### src/hpd_pkg.sv
// Shared types, constants and Hamming(12,8) helpers for the packet deframer.
// Used by hpd_core, hpd_outq and hamming_packet_deframer; no dependencies.
package hpd_pkg;

    localparam int Q_DEPTH = 4;
    localparam int Q_AW    = $clog2(Q_DEPTH);
    localparam int Q_CW    = $clog2(Q_DEPTH + 1);

    localparam logic [7:0] IDLE_POS = 8'hFF;
    localparam logic [7:0] MIN_LEN  = 8'd10;
    localparam logic [7:0] LEN_HDR  = 8'd5;
    // x/3 == (x * 171) >> 9 for any 8-bit x
    localparam logic [7:0] RECIP3   = 8'd171;

    typedef struct packed {
        logic [7:0] rx_byte;
        logic       packet_start;
    } in_item_t;

    typedef struct packed {
        logic [7:0]  data_byte;
        logic        is_summary;
        logic [7:0]  payload_length;
        logic [7:0]  uncorrectable_count;
        logic [23:0] crc_received;
        logic        length_bad;
        logic        last;
    } out_item_t;

    typedef struct packed {
        logic first;
        logic second;
    } push_t;

    typedef struct packed {
        logic       bad;
        logic [7:0] value;
    } word_t;

    // parity nibble contributed by each data bit
    function automatic logic [3:0] bit_parity(input logic [2:0] idx);
        logic [3:0] p;
        case (idx)
            3'd0:    p = 4'd3;
            3'd1:    p = 4'd5;
            3'd2:    p = 4'd6;
            3'd3:    p = 4'd7;
            3'd4:    p = 4'd9;
            3'd5:    p = 4'd10;
            3'd6:    p = 4'd11;
            3'd7:    p = 4'd12;
            default: p = 4'd0;
        endcase
        return p;
    endfunction

    // data-bit flip mask for a syndrome; parity-bit syndromes give no flip
    function automatic logic [7:0] syn_fix(input logic [3:0] syn);
        logic [7:0] m;
        case (syn)
            4'd3:    m = 8'h01;
            4'd5:    m = 8'h02;
            4'd6:    m = 8'h04;
            4'd7:    m = 8'h08;
            4'd9:    m = 8'h10;
            4'd10:   m = 8'h20;
            4'd11:   m = 8'h40;
            4'd12:   m = 8'h80;
            default: m = 8'h00;
        endcase
        return m;
    endfunction

    function automatic word_t correct_word(input logic [7:0] v, input logic [3:0] par);
        logic [3:0] syn;
        word_t      w;
        syn = par;
        for (int i = 0; i < 8; i++)
        begin
            if (v[i])
            begin
                syn = syn ^ bit_parity(3'(i));
            end
        end
        w.bad   = (syn >= 4'd13);
        w.value = v ^ syn_fix(syn);
        return w;
    endfunction

    // residue mod 3 by folding base-4 digits (4 == 1 mod 3)
    function automatic logic [1:0] mod3(input logic [7:0] x);
        logic [3:0] s1;
        logic [2:0] s2;
        logic [2:0] s3;
        s1 = 4'(x[1:0]) + 4'(x[3:2]) + 4'(x[5:4]) + 4'(x[7:6]);
        s2 = 3'(s1[1:0]) + 3'(s1[3:2]);
        s3 = 3'(s2[1:0]) + 3'(s2[2]);
        return (s3 >= 3'd3) ? 2'(s3 - 3'd3) : s3[1:0];
    endfunction

    function automatic logic [7:0] sat_add(input logic [7:0] a, input logic [1:0] b);
        logic [8:0] s;
        s = 9'(a) + 9'(b);
        return s[8] ? 8'hFF : s[7:0];
    endfunction

endpackage

### src/hamming_packet_deframer.sv
// Hamming(12,8) packet deframer: bytes in, corrected payload and summary out.
// Each byte is held in an input register while it is decoded; its results go to the
// result queue, and the second byte of a payload pair follows the first out of it.
// Throughput: one byte per cycle while results are taken; input stalls when the
// four-entry result queue has fewer than two free entries. Reset clears the control
// state, not stored data; the first byte after reset is taken as byte 0 of a packet.
module hamming_packet_deframer (
    input  logic               clk,
    input  logic               rst_n,
    input  logic               byte_valid,
    output logic               byte_stall,
    input  hpd_pkg::in_item_t  byte_item,
    output logic               res_valid,
    input  logic               res_stall,
    output hpd_pkg::out_item_t res_item
);

    logic               room;
    hpd_pkg::push_t     push;
    hpd_pkg::out_item_t res0;
    hpd_pkg::out_item_t res1;

    hpd_core u_core (
        .clk        (clk),
        .rst_n      (rst_n),
        .byte_valid (byte_valid),
        .byte_stall (byte_stall),
        .byte_item  (byte_item),
        .room       (room),
        .push       (push),
        .res0       (res0),
        .res1       (res1)
    );

    hpd_outq u_outq (
        .clk       (clk),
        .rst_n     (rst_n),
        .push      (push),
        .res0      (res0),
        .res1      (res1),
        .room      (room),
        .res_valid (res_valid),
        .res_stall (res_stall),
        .res_item  (res_item)
    );

endmodule

### src/hpd_core.sv
// Input register and packet decode state: Hamming correction, length check,
// payload pairs and summary. Depends on hpd_pkg.
module hpd_core (
    input  logic              clk,
    input  logic              rst_n,
    input  logic              byte_valid,
    output logic              byte_stall,
    input  hpd_pkg::in_item_t byte_item,
    input  logic              room,
    output hpd_pkg::push_t    push,
    output hpd_pkg::out_item_t res0,
    output hpd_pkg::out_item_t res1
);

    logic               in_vld_reg, in_vld_next;
    hpd_pkg::in_item_t  in_item_reg;
    logic [7:0]         pos_reg, pos_next;
    logic [1:0]         phase_reg, phase_next;
    logic [7:0]         len_reg, len_next;
    logic [7:0]         held_first_reg, held_first_next;
    logic [7:0]         held_second_reg, held_second_next;
    logic [7:0]         tally_reg, tally_next;
    logic [15:0]        crc_lo_reg, crc_lo_next;

    logic               advance;
    logic               start;
    logic [7:0]         b;
    logic [7:0]         p;
    logic [1:0]         ph;
    logic [7:0]         len;
    logic [7:0]         tally;
    logic [15:0]        crc_lo;
    hpd_pkg::word_t     w1, w2;
    logic [7:0]         tally_one, tally_pair;
    logic [7:0]         lm5, lm4, lm3, lm2;
    logic               len_bad;
    logic [7:0]         diff;
    logic [15:0]        prod;
    logic [7:0]         plen;

    assign advance    = in_vld_reg && room;
    assign byte_stall = in_vld_reg && !room;
    assign in_vld_next = byte_valid;

    assign start  = in_item_reg.packet_start;
    assign b      = in_item_reg.rx_byte;
    assign p      = start ? 8'd0  : pos_reg;
    assign ph     = start ? 2'd0  : phase_reg;
    assign len    = start ? 8'd0  : len_reg;
    assign tally  = start ? 8'd0  : tally_reg;
    assign crc_lo = start ? 16'd0 : crc_lo_reg;

    assign w1 = hpd_pkg::correct_word(held_first_reg, b[3:0]);
    assign w2 = hpd_pkg::correct_word(held_second_reg, b[7:4]);
    assign tally_one  = hpd_pkg::sat_add(tally, {1'b0, w1.bad});
    assign tally_pair = hpd_pkg::sat_add(tally, 2'(w1.bad) + 2'(w2.bad));

    assign lm5 = len - hpd_pkg::LEN_HDR;
    assign lm4 = len - 8'd4;
    assign lm3 = len - 8'd3;
    assign lm2 = len - 8'd2;

    assign len_bad = (w2.value < hpd_pkg::MIN_LEN)
                  || (hpd_pkg::mod3(w2.value - hpd_pkg::LEN_HDR) != 2'd0);

    // payload length = 2*((L-5)/3) - 1
    assign diff = lm5;
    assign prod = 16'(diff) * 16'(hpd_pkg::RECIP3);
    assign plen = {prod[15:9], 1'b0} - 8'd1;

    always_comb
    begin
        pos_next         = pos_reg;
        phase_next       = phase_reg;
        len_next         = len_reg;
        held_first_next  = held_first_reg;
        held_second_next = held_second_reg;
        tally_next       = tally_reg;
        crc_lo_next      = crc_lo_reg;
        push             = '0;
        res0             = '0;
        res1             = '0;

        if (advance)
        begin
            pos_next    = p;
            phase_next  = ph;
            len_next    = len;
            tally_next  = tally;
            crc_lo_next = crc_lo;

            if (p == hpd_pkg::IDLE_POS)
            begin
                // between packets: bytes dropped
            end
            else if (p == 8'd0)
            begin
                held_first_next = b;
                pos_next        = 8'd1;
                phase_next      = 2'd1;
            end
            else if (p == 8'd1)
            begin
                held_second_next = b;
                pos_next         = 8'd2;
                phase_next       = 2'd2;
            end
            else if (p == 8'd2)
            begin
                len_next   = w2.value;
                tally_next = tally_pair;
                push.first = 1'b1;
                if (len_bad)
                begin
                    res0.is_summary          = 1'b1;
                    res0.uncorrectable_count = tally_pair;
                    res0.length_bad          = 1'b1;
                    res0.last                = 1'b1;
                    pos_next                 = hpd_pkg::IDLE_POS;
                end
                else
                begin
                    push.second    = 1'b1;
                    res0.data_byte = w1.value;
                    res1.data_byte = w2.value;
                    pos_next       = 8'd3;
                    phase_next     = 2'd0;
                end
            end
            else
            begin
                pos_next   = p + 8'd1;
                phase_next = (ph == 2'd2) ? 2'd0 : ph + 2'd1;
                if (p < lm5)
                begin
                    case (ph)
                        2'd0:    held_first_next  = b;
                        2'd1:    held_second_next = b;
                        default:
                        begin
                            tally_next     = tally_pair;
                            push.first     = 1'b1;
                            push.second    = 1'b1;
                            res0.data_byte = w1.value;
                            res1.data_byte = w2.value;
                        end
                    endcase
                end
                else if (p == lm5 || p == lm2)
                begin
                    held_first_next = b;
                end
                else if (p == lm4)
                begin
                    held_second_next = b;
                end
                else if (p == lm3)
                begin
                    tally_next  = tally_pair;
                    crc_lo_next = {w2.value, w1.value};
                end
                else
                begin
                    // parity of the top CRC byte closes the packet
                    tally_next               = tally_one;
                    push.first               = 1'b1;
                    res0.is_summary          = 1'b1;
                    res0.payload_length      = plen;
                    res0.uncorrectable_count = tally_one;
                    res0.crc_received        = {w1.value, crc_lo};
                    res0.last                = 1'b1;
                    pos_next                 = hpd_pkg::IDLE_POS;
                end
            end
        end
    end

    always_ff @(posedge clk or negedge rst_n)
    begin
        if (!rst_n)
        begin
            in_vld_reg      <= 1'b0;
            pos_reg         <= '0;
            phase_reg       <= '0;
            len_reg         <= '0;
            held_first_reg  <= '0;
            held_second_reg <= '0;
            tally_reg       <= '0;
            crc_lo_reg      <= '0;
        end
        else
        begin
            if (!byte_stall)
            begin
                in_vld_reg <= in_vld_next;
            end
            pos_reg         <= pos_next;
            phase_reg       <= phase_next;
            len_reg         <= len_next;
            held_first_reg  <= held_first_next;
            held_second_reg <= held_second_next;
            tally_reg       <= tally_next;
            crc_lo_reg      <= crc_lo_next;
        end
    end

    always_ff @(posedge clk)
    begin
        if (byte_valid && !byte_stall)
        begin
            in_item_reg <= byte_item;
        end
    end

    a_pair_order: assert property (@(posedge clk) disable iff (!rst_n)
        push.second |-> push.first)
        else $error("second result pushed without first");

    a_summary_idles: assert property (@(posedge clk) disable iff (!rst_n)
        (push.first && res0.is_summary) |=> (pos_reg == hpd_pkg::IDLE_POS))
        else $error("block not idle after summary");

    a_idle_silent: assert property (@(posedge clk) disable iff (!rst_n)
        (advance && !start && pos_reg == hpd_pkg::IDLE_POS) |-> !push.first)
        else $error("result produced while idle");

endmodule

### src/hpd_outq.sv
// Result queue: up to two items written per cycle, one read per cycle unless res_stall holds.
// Depends on hpd_pkg.
module hpd_outq (
    input  logic               clk,
    input  logic               rst_n,
    input  hpd_pkg::push_t     push,
    input  hpd_pkg::out_item_t res0,
    input  hpd_pkg::out_item_t res1,
    output logic               room,
    output logic               res_valid,
    input  logic               res_stall,
    output hpd_pkg::out_item_t res_item
);

    hpd_pkg::out_item_t            mem [hpd_pkg::Q_DEPTH];
    logic [hpd_pkg::Q_AW-1:0]      wr_ptr_reg, wr_ptr_next;
    logic [hpd_pkg::Q_AW-1:0]      rd_ptr_reg, rd_ptr_next;
    logic [hpd_pkg::Q_CW-1:0]      count_reg, count_next;
    logic                          pop;
    logic [hpd_pkg::Q_AW-1:0]      wr_ptr_plus1;

    assign res_valid    = (count_reg != '0);
    assign res_item     = mem[rd_ptr_reg];
    assign pop          = res_valid && !res_stall;
    // two free entries needed before an item is decoded
    assign room         = (count_reg <= hpd_pkg::Q_CW'(hpd_pkg::Q_DEPTH - 2));
    assign wr_ptr_plus1 = wr_ptr_reg + hpd_pkg::Q_AW'(1);

    always_comb
    begin
        wr_ptr_next = wr_ptr_reg + hpd_pkg::Q_AW'(push.first) + hpd_pkg::Q_AW'(push.second);
        rd_ptr_next = rd_ptr_reg + hpd_pkg::Q_AW'(pop);
        count_next  = count_reg + hpd_pkg::Q_CW'(push.first) + hpd_pkg::Q_CW'(push.second)
                    - hpd_pkg::Q_CW'(pop);
    end

    always_ff @(posedge clk or negedge rst_n)
    begin
        if (!rst_n)
        begin
            wr_ptr_reg <= '0;
            rd_ptr_reg <= '0;
            count_reg  <= '0;
        end
        else
        begin
            wr_ptr_reg <= wr_ptr_next;
            rd_ptr_reg <= rd_ptr_next;
            count_reg  <= count_next;
        end
    end

    always_ff @(posedge clk)
    begin
        if (push.first)
        begin
            mem[wr_ptr_reg] <= res0;
        end
        if (push.second)
        begin
            mem[wr_ptr_plus1] <= res1;
        end
    end

    a_no_overflow: assert property (@(posedge clk) disable iff (!rst_n)
        count_reg <= hpd_pkg::Q_CW'(hpd_pkg::Q_DEPTH))
        else $error("result queue overflow");

    a_push_has_room: assert property (@(posedge clk) disable iff (!rst_n)
        push.first |-> room)
        else $error("push without two free entries");

    a_count_holds: assert property (@(posedge clk) disable iff (!rst_n)
        (!push.first && !push.second && !pop) |=> $stable(count_reg))
        else $error("queue count changed without push or pop");

endmodule
### config.mk
export PLATFORM = sky130hd
export DESIGN_NAME = hamming_packet_deframer
export DESIGN_NICKNAME = d
export VERILOG_FILES = /design/src/hpd_pkg.sv /design/src/hamming_packet_deframer.sv /design/src/hpd_core.sv /design/src/hpd_outq.sv
export SDC_FILE = /design/constraint.sdc
export NUM_CORES = 1
export LEC_CHECK = 0
export BUFFER_PORTS_ARGS = -buffer_cell sky130_fd_sc_hd__buf_2
export CAP_MARGIN = 20
export CORE_ASPECT_RATIO = 1.2
export CORE_MARGIN = 2
export CORE_UTILIZATION = 53
export CTS_CLUSTER_SIZE = 8
export DETAILED_ROUTE_END_ITERATION = 7
export GPL_ROUTABILITY_DRIVEN = 0
export PLACE_DENSITY_LB_ADDON = 0.1
export SETUP_SLACK_MARGIN = 0.4
export SYNTH_ARGS = -nofsm -noshare
export SYNTH_HDL_FRONTEND = slang
export SYNTH_SLANG_ARGS = --single-unit
### constraint.sdc
create_clock -name clk -period 9.35 [get_ports clk]
set_input_delay 2.805 -clock clk [delete_from_list [all_inputs] [get_ports clk]]
set_output_delay 2.805 -clock clk [all_outputs]
set_load 0.005 [all_outputs]
# Word level (Yosys, flattened, before mapping)
# Memory sizes are Yosys's and may differ from the RTL's.
# Index checks and enable logic that the tools add are counted.
# word_totals
regBits,75
inputBits,13
wordCells,233
n_memories,3
output_inout_bits,53
romBits,256
ram_bits,204
# memory_table
name,words,word_bits,rd,rd_clocked_by_memory_dff,write_ports,line,rtl
u_outq.mem,4,51,1,0,2,hpd_outq.sv:15,hpd_pkg::out_item_t mem [hpd_pkg::Q_DEPTH];
(name not given),16,8,1,0,0,hpd_pkg.sv:60,case (syn)
(name not given),16,8,1,0,0,hpd_pkg.sv:60,
# op_classes
n_addsub,24
mul,1
eq_ne,15
muxes,133
bitwise_logic,20
n_reduce_logical,18
order_cmp,6
# op_table
op,n
8-bit two-way mux,53
51-bit two-way mux,4
41-bit two-way mux,4
16-bit two-way mux,9
4-bit two-way mux,32
4-bit XOR,16
8-bit == test,4
2-bit two-way mux,15
24-bit two-way mux,1
"8-bit by 3-bit subtractor with 8-bit output, second input constant",3
"8-bit by 8-bit multiplier with 16-bit output, second input constant",1
"8-bit by 2-bit subtractor with 8-bit output, second input constant",2
8-bit XOR,2
1-bit two-way mux,14
8-bit by 1-bit adder with 9-bit output,1
8-bit by 2-bit adder with 9-bit output,1
9-bit two-way mux,1
3-bit nonzero test,3
4-bit by 2-bit adder with 4-bit output,2
"8-bit by 1-bit adder with 8-bit output, second input constant",1
"8-bit by 1-bit == test with 1-bit output, second input constant",1
"8-bit by 2-bit == test with 1-bit output, second input constant",1
"8-bit == test, second input constant",1
"4-bit greater-or-equal comparator, second input constant",2
28 further kinds,43

# Depth between registers and ports, before layout
# Gate-level depths: netlist of the first run.
# An unclocked memory read counts as a cell.
# logic_depth
ltp_word,38
ltp_mapped,30
mapped_depth_nobuf,29

# Modules after synthesis
# From an unflattened synthesis of the first run, not the netlist that was laid out.
# unflattened
hier_cells,1509
hier_area_um2,18466.5
# modules_own_cells
mod,seq_area_each_um2,area_each_um2,n_inst,cells_each
hpd_outq,6301.0,10198.5,1,528
hpd_core,1746.7,8267.9,1,981

# Least setup slack after synthesis of the first run
# OpenSTA, ideal clock, no wires.
# synth_path
kind,reg-to-reg
start,register u_core.held_second_reg[6]
end,register u_outq.wr_ptr_reg[1] (netlist bit)
path_buffers,1
setup_time_ns,0.129
setup_slack_ns,2.138
synth_period_minus_slack_ns,7.212
path_stages_with_launch,29
arrival_ns,7.083
t_required_ns,9.221
cell_sequence,dfrtp_1 > xnor3_2 > xnor3_2 > nand2b_4 > nor3_1 > xnor2_1 > and2_1 > xor2_1 > ha_1 > fa_1 > fa_1 > ha_1 > fa_1 > ha_1 > inv_1 > fa_1 > inv_1 > ha_1 > inv_1 > fa_1 > nand2_1 > o21ai_0 > nand2_1 > o31a_4 > buf_2 > xnor2_1 > ha_1 > a211oi_1 > a211oi_1
# synth_via
elab_chain_cells,22
elab_cells_between_ends,24
classes_between,8 x add/sub; 2 x order compare; 9 x mux; 2 x bitwise; 2 x reduce/logical; 1 x memory
# synth_lines
element,line,rtl
start: declaration,hpd_core.sv:21,"logic [7:0] held_second_reg, held_second_next;"
start signal: assignment,hpd_core.sv:201,held_second_reg <= held_second_next;
4-bit two-way mux,hpd_pkg.sv:80,if (v[i])
4-bit XOR,hpd_pkg.sv:82,syn = syn ^ bit_parity(3'(i));
4-bit two-way mux,hpd_pkg.sv:80,
memory read 16 x 8 bit,-,
8-bit XOR (*),hpd_pkg.sv:86,w.value = v ^ syn_fix(syn);
8-bit by 3-bit subtractor with 8-bit output,hpd_core.sv:64,|| (hpd_pkg::mod3(w2.value - hpd_pkg::LEN_HDR) != 2'd0);
2-bit by 2-bit adder with 3-bit output,hpd_pkg.sv:95,s1 = 4'(x[1:0]) + 4'(x[3:2]) + 4'(x[5:4]) + 4'(x[7:6]);
4-bit by 2-bit adder with 4-bit output (2 in series),hpd_pkg.sv:95,
[6 not listed],-,
1-bit two-way mux (*),hpd_core.sv:113,if (len_bad)
2-bit two-way mux (*),hpd_core.sv:108,else if (p == 8'd2)
2-bit two-way mux (*),hpd_core.sv:102,else if (p == 8'd1)
2-bit two-way mux (*),hpd_core.sv:96,else if (p == 8'd0)
2-bit two-way mux (*),hpd_core.sv:92,if (p == hpd_pkg::IDLE_POS)
2-bit two-way mux (*),hpd_core.sv:84,if (advance)
2-bit by 1-bit adder with 2-bit output (*),hpd_outq.sv:31,wr_ptr_next = wr_ptr_reg + hpd_pkg::Q_AW'(push.first) + hpd_pkg::Q_AW'(push.second);
named net u_outq.wr_ptr_next (one bit),hpd_outq.sv:16,"logic [hpd_pkg::Q_AW-1:0] wr_ptr_reg, wr_ptr_next;"
end signal: assignment,hpd_outq.sv:47,wr_ptr_reg <= wr_ptr_next;
end: declaration,hpd_outq.sv:16,
# The timed path passes the listed nets; every way through them passes the cells marked *.
# A chain may end at the register's enable or synchronous reset.

==> qor.yml, run 1 <==
final_layout:
  nNetsFinal: 1738
  largest_reg_flops: 200
  layout-area-overhead-vs-synth_pct: 10.2
  layout-drive-gt1-share_pct: 15.7
  fillers: 2573
  design_area_sq_um: 17600
  antenna_cells: 0
setup_path:
  r2r-start: "u_core.held_second_reg[6]"
  start_kind: "flip-flop"
  endpoint: "u_outq.mem[0][39]"
  cp.arrival_ps: 8750
  regToRegSetupSlack_ps: 970
  slowest_stage: "xnor2_1"
  slowest_delay_ps: 770
  cp_max_fo: 27
  rr_endpoint: "u_outq.mem[0][39]"
  critPathRequiredTime_ps: 9720
  reg2reg_depth: 26
  cpMostUsedCell: "fa_1"
  crit_type: "flip-flop to flip-flop"
  startpoint: "u_core.held_second_reg[6]"
  cp-end-kind: "flip-flop"
clock_network:
  cts_resized: 0
  ctsHoldBuffers: 0
  cts-root-buf: "clkbuf_16"
  htree_levels: 2
  clk_latency_ps: 530
  clk_pin_slew_ps: 50
  numCtsBuffers: 40
  cts_setup_buffers: 0
  clk_path_buf_depth: 3
  cts_tree: "yes"
  cts_num_sinks: 275
timing:
  clock_skew_ps: 15.7
  final.min_clock_period_ps: 8380
  worst_pin_slew_ps: 1000
  setup_ws_ps: 972
  slew_headroom_pct: 31.1
  drv_slew: 0
  finalSetupViolCount: 0
  hold_viol: 0
  post-route-period-util_pct: 89.6
  rsz0062_at_grt: "false"
  fmax_mhz: 119
  setup-tns-final_ps: 0
synth:
  synth-async-reset-ratio_pct: 24.0
  synth_cells: 1605
  syn_area_per_cell_sq_um: 9.92
  ys_warn_count: 0
  netlist_area_sq_um: 15900
  synth.most_common_cell: "nand2_1"
  synth_nets: 1715
  yosys-top-cells-count: "nand2_1, dfxtp_1, o22ai_1"
  yosys_most_used_dff: "dfxtp_1"
  synth_top_area_share_pct: 21.1
  yosysUniqueCellTypes: 89
  synth_area_leader_cell: "dfxtp_1"
  synth.area.top_cells: "dfxtp_1, dfrtp_1, edfxtp_1"
  synth-edff-count: 41
  synth_seq_area_share_pct: 39.2
  ys_ff_latch: 275
floorplanning:
  die_w_um: 162
  coreArea_sq_um: 29600
  core.rowCount: 69
  io_pins: 66
  start_util_pct: 53.8
  die_height_um: 194
  design.die.area_sq_um: 31500
global_routing:
  grt_pass1_wl_um: 69400
  grt_pass1_vias: 12380
  grt_antenna_before_repair: 0
  grt_overflow: 0
  track_usage_pct: 27.8
  grt_max_degree: 85
placed_design:
  hpwl_um: 29400
  place_ws_ps: 943
  numPortBuffers: 65
  placed_area_sq_um: 16400
min_path:
  hold_path.class: "flip-flop to flip-flop"
detailed_routing:
  vias: 12680
  route.detailed.drc: 0
  drt_wl_total_um: 43600
  detail_route.vias_per_cell: 6.22
  wl_per_cell_um: 21.4
  drt_iter0_drc: 969
  ant_nets: 0
  first_pass_iters: 5
run_status:
  status: "complete, no violations"
job:
  cap_viol_max_count: 0
==> per-layer routing <==
metal	track usage (%)	routed length, um	vias to the layer above
li1	-	-	5916
met5	0	0	-
met2	45.9	20900	438
met4	11.7	1860	0
met1	36.5	18300	6223
met3	4.36	2580	103
==> metrics by stage <==
stage               util, %  hold WS [ps]  std cells
floorplan                 -           421       1605
global placement       55.5           431       1976
detailed placement     55.5           440       1976
CTS                    59.3           452       2038
global route           59.3           469       2038
finish                 59.3           450       2038
==> critical path, delay by kind of cell, from the launching register on <==
kind | cells | cell delay, ps
flip-flops | 1 | 420
adder cells (fa/ha/maj) | 8 | 2920
XOR/XNOR | 4 | 1940
AND/OR/NAND/NOR | 7 | 1460
AO/OA/AOI/OAI | 3 | 840
buffers and inverters | 4 | 630
==> layout make-up <==
type	instances	area, sq um	area share, %
clock buffer	59	1100	6.29
clock inverter	3	22.5	0.128
inverter	70	263	1.50
multi-input combinational	1154	8930	50.9
sequential	275	6250	35.6
tap	390	488	2.78
timing repair buffer	87	490	2.79
==> cell families after synthesis <==
group           count (synthesis)  synth area share (%)
compound gates                394                  18.0
mux                            79                  9.07
flops                         275                  39.2
fa+ha+maj                      97                  8.56
xor+xnor                       95                  5.78
simple gates                  489                  14.5
buf+inv                       176                  4.90
==> layout by cell type (no fill, tap or decap), drive strengths merged, types with 33 or more instances in the layout <==
cell type  netlist  final
nand2          234    234
dfxtp          168    168
o22ai          134    134
buf             37     87
nor2            81     81
ha              77     77
inv             70     72
dfrtp           66     66
clkbuf          69     59
xnor2           56     56
o21ai           51     51
mux4            50     50
o2bb2ai         50     50
edfxtp          41     41
a21oi           36     36
xor2            33     33
==> how the worst min path moves through the flow <==
stage / startpoint / to / slack (ps) / cells after the start
finish: u_outq.mem[2][36] / u_outq.mem[2][36] / 450 / 1
global route: u_outq.mem[2][22] / u_outq.mem[2][22] / 470 / 1
detailed placement: u_outq.mem[2][36] / u_outq.mem[2][36] / 440 / 1
floorplan: u_outq.mem[2][36] / u_outq.mem[2][36] / 420 / 1
global placement: u_outq.mem[2][36] / u_outq.mem[2][36] / 430 / 1
CTS: u_outq.mem[2][36] / u_outq.mem[2][36] / 450 / 1
Power of run 1 is left out: the tool's default activity adds up to more than one toggle a clock period on the data nets, which glitch-free logic cannot reach.
==> inputs of run 2 (changes only) <==
Settings changed: SYNTH_HIERARCHICAL set to 1.
==> qor.yml, run 2 <==
detailed_routing:
  route.met3.wl_um: 2100
  dr.max_layer_used: "met5"
  first_pass_iters: 5
  detail_route.vias_per_cell: 5.94
  route.detailed.drc: 0
  drt_wl_total_um: 44000
  drt_iter0_drc: 805
  met2WireLength_um: 21900
  wl_per_cell_um: 21.4
  vias: 12182
  drt-met1-wl_um: 18800
  ant_nets: 0
setup_path:
  cp.arrival_ps: 8390
  cp_max_fo: 20
  cp_top_family: "adder cells"
  startpoint: "u_core/held_second_reg[6]"
  cp-end-kind: "flip-flop"
  slowest_stage: "xor3_2"
  cpMostUsedCell: "fa_1"
  start_kind: "flip-flop"
  regToRegSetupSlack_ps: 1160
  rr_endpoint: "u_outq/mem[3][9]"
  crit_type: "flip-flop to flip-flop"
  critPathRequiredTime_ps: 9550
  slowest_delay_ps: 600
  critPathBufInv: 6
  r2r-start: "u_core/held_second_reg[6]"
  reg2reg_depth: 28
min_path:
  min_to: "u_core/crc_lo_reg[3]"
  hold_depth: 1
  min_from: "u_core/crc_lo_reg[3]"
  hold_path.class: "flip-flop to flip-flop"
synth:
  synth.most_common_cell: "mux2_2"
  yosysUniqueCellTypes: 95
  synth.area.top_cells: "edfxtp_1, mux2_2, dfrtp_1"
  yosys_most_used_dff: "edfxtp_1"
  synth_top_area_share_pct: 34.6
  syn_area_per_cell_sq_um: 12.2
  synth_cells: 1509
  synth_area_leader_cell: "edfxtp_1"
  synth_seq_area_share_pct: 43.6
  ys_ff_latch: 279
  synth-edff-count: 213
  synth-async-reset-ratio_pct: 23.7
  ys_warn_count: 6
  yosys-top-cells-count: "mux2_2, edfxtp_1, inv_1"
  netlist_area_sq_um: 18500
run_status:
  status: "complete, no violations"
final_layout:
  mostFrequentLayoutCell: "mux2_2"
  seq_area_sq_um: 8050
  layout-area-overhead-vs-synth_pct: 9.60
  fillers: 2797
  largest_reg_flops: 204
  antenna_cells: 0
  layout-drive-gt1-share_pct: 28.6
  final_cell_mix: "mux2_2, edfxtp_1, inv_1"
  multi_input_area_sq_um: 9530
  nNetsFinal: 1676
placed_design:
  hpwl_um: 29000
  numPortBuffers: 65
floorplanning:
  design.die.area_sq_um: 36400
  die_height_um: 208
  start_util_pct: 54.1
  coreArea_sq_um: 34200
  die_w_um: 174
  io_pins: 66
  core.rowCount: 74
global_routing:
  grt_overflow: 0
  track_usage_pct: 24.4
  grt_antenna_before_repair: 1
  grt_pass1_vias: 12471
  grt_pass1_wl_um: 69800
  grt_max_degree: 67
timing:
  fmax_mhz: 122
  finalSetupViolCount: 0
  hold_viol: 0
  worst_pin_slew_ps: 1060
  final.min_clock_period_ps: 8190
  post-route-period-util_pct: 87.6
  setup-tns-final_ps: 0
  drv_slew: 0
  clock_skew_ps: 31.9
  rsz0062_at_grt: "false"
  slew_headroom_pct: 29.1
clock_network:
  clk_path_buf_depth: 3
  cts_tree: "yes"
  clk_latency_ps: 550
  clk_pin_slew_ps: 50
  ctsHoldBuffers: 0
  numCtsBuffers: 41
  cts-root-buf: "clkbuf_16"
  htree_levels: 2
  cts_num_sinks: 279
  cts_setup_buffers: 0
  cts_resized: 0
job:
  cap_viol_max_count: 0
## run 2: worst register-to-register path, delay by kind of cell, from the launching register on
kind                     cells  cell delay, ps
multiplexers                 1             200
AO/OA/AOI/OAI                4             730
flip-flops                   1             500
buffers and inverters        6             820
AND/OR/NAND/NOR              5            1330
adder cells (fa/ha/maj)      8            2890
XOR/XNOR                     4            1420
## run 2: worst max path at each step
stage	to	slack, ps	cells after the start
after global placement	u_outq/mem[3][16]	1330	28
after CTS	u_outq/mem[3][9]	1150	28
after detailed placement	u_outq/mem[3][27]	1150	28
final	u_outq/mem[3][9]	1160	28
after floorplan	u_outq/mem[0][0]	770	19
after global routing	u_outq/mem[3][9]	700	28
## run 2: metal layers
metal | global-route usage, % | up-vias
li1 | - | 5663
met1 | 32.4 | 6082
met2 | 41.8 | 338
met3 | 3.33 | 97
met4 | 7.19 | 2
met5 | 0 | -
## run 2: logic make-up (layout without fill, tap and decap cells)
kind of cell    Yosys count  after routing  share of synthesized area [%]
mux                     281            281                           20.2
flops                   279            279                           43.6
fa+ha+maj                98             98                           7.53
xor+xnor                 96             96                           5.41
simple gates            320            320                           8.90
buf+inv                 203            248                           5.84
other cells               1             43                         0.0203
compound gates          231            231                           8.51
## run 2: layout make-up
class | count | share of cell area [%]
Multi-Input combinational cell | 1069 | 47.1
Sequential cell | 279 | 39.8
Clock buffer | 71 | 5.73
Timing Repair Buffer | 93 | 2.83
Tap cell | 456 | 2.82
Inverter | 81 | 1.50
Clock inverter | 3 | 0.223
## run 2: stage by stage
step	util (%)	instance area (sq um)	hold WS (ps)	instances	setup slack, ps
after floorplan	-	18600	449	1551	771
after global placement	55.7	19000	464	1977	1330
after detailed placement	55.7	19000	472	1977	1150
after CTS	59.2	20200	489	2051	1150
after global routing	59.2	20200	498	2052	696
final	59.2	20200	488	2052	1160
Power of run 2 is left out for the same reason.
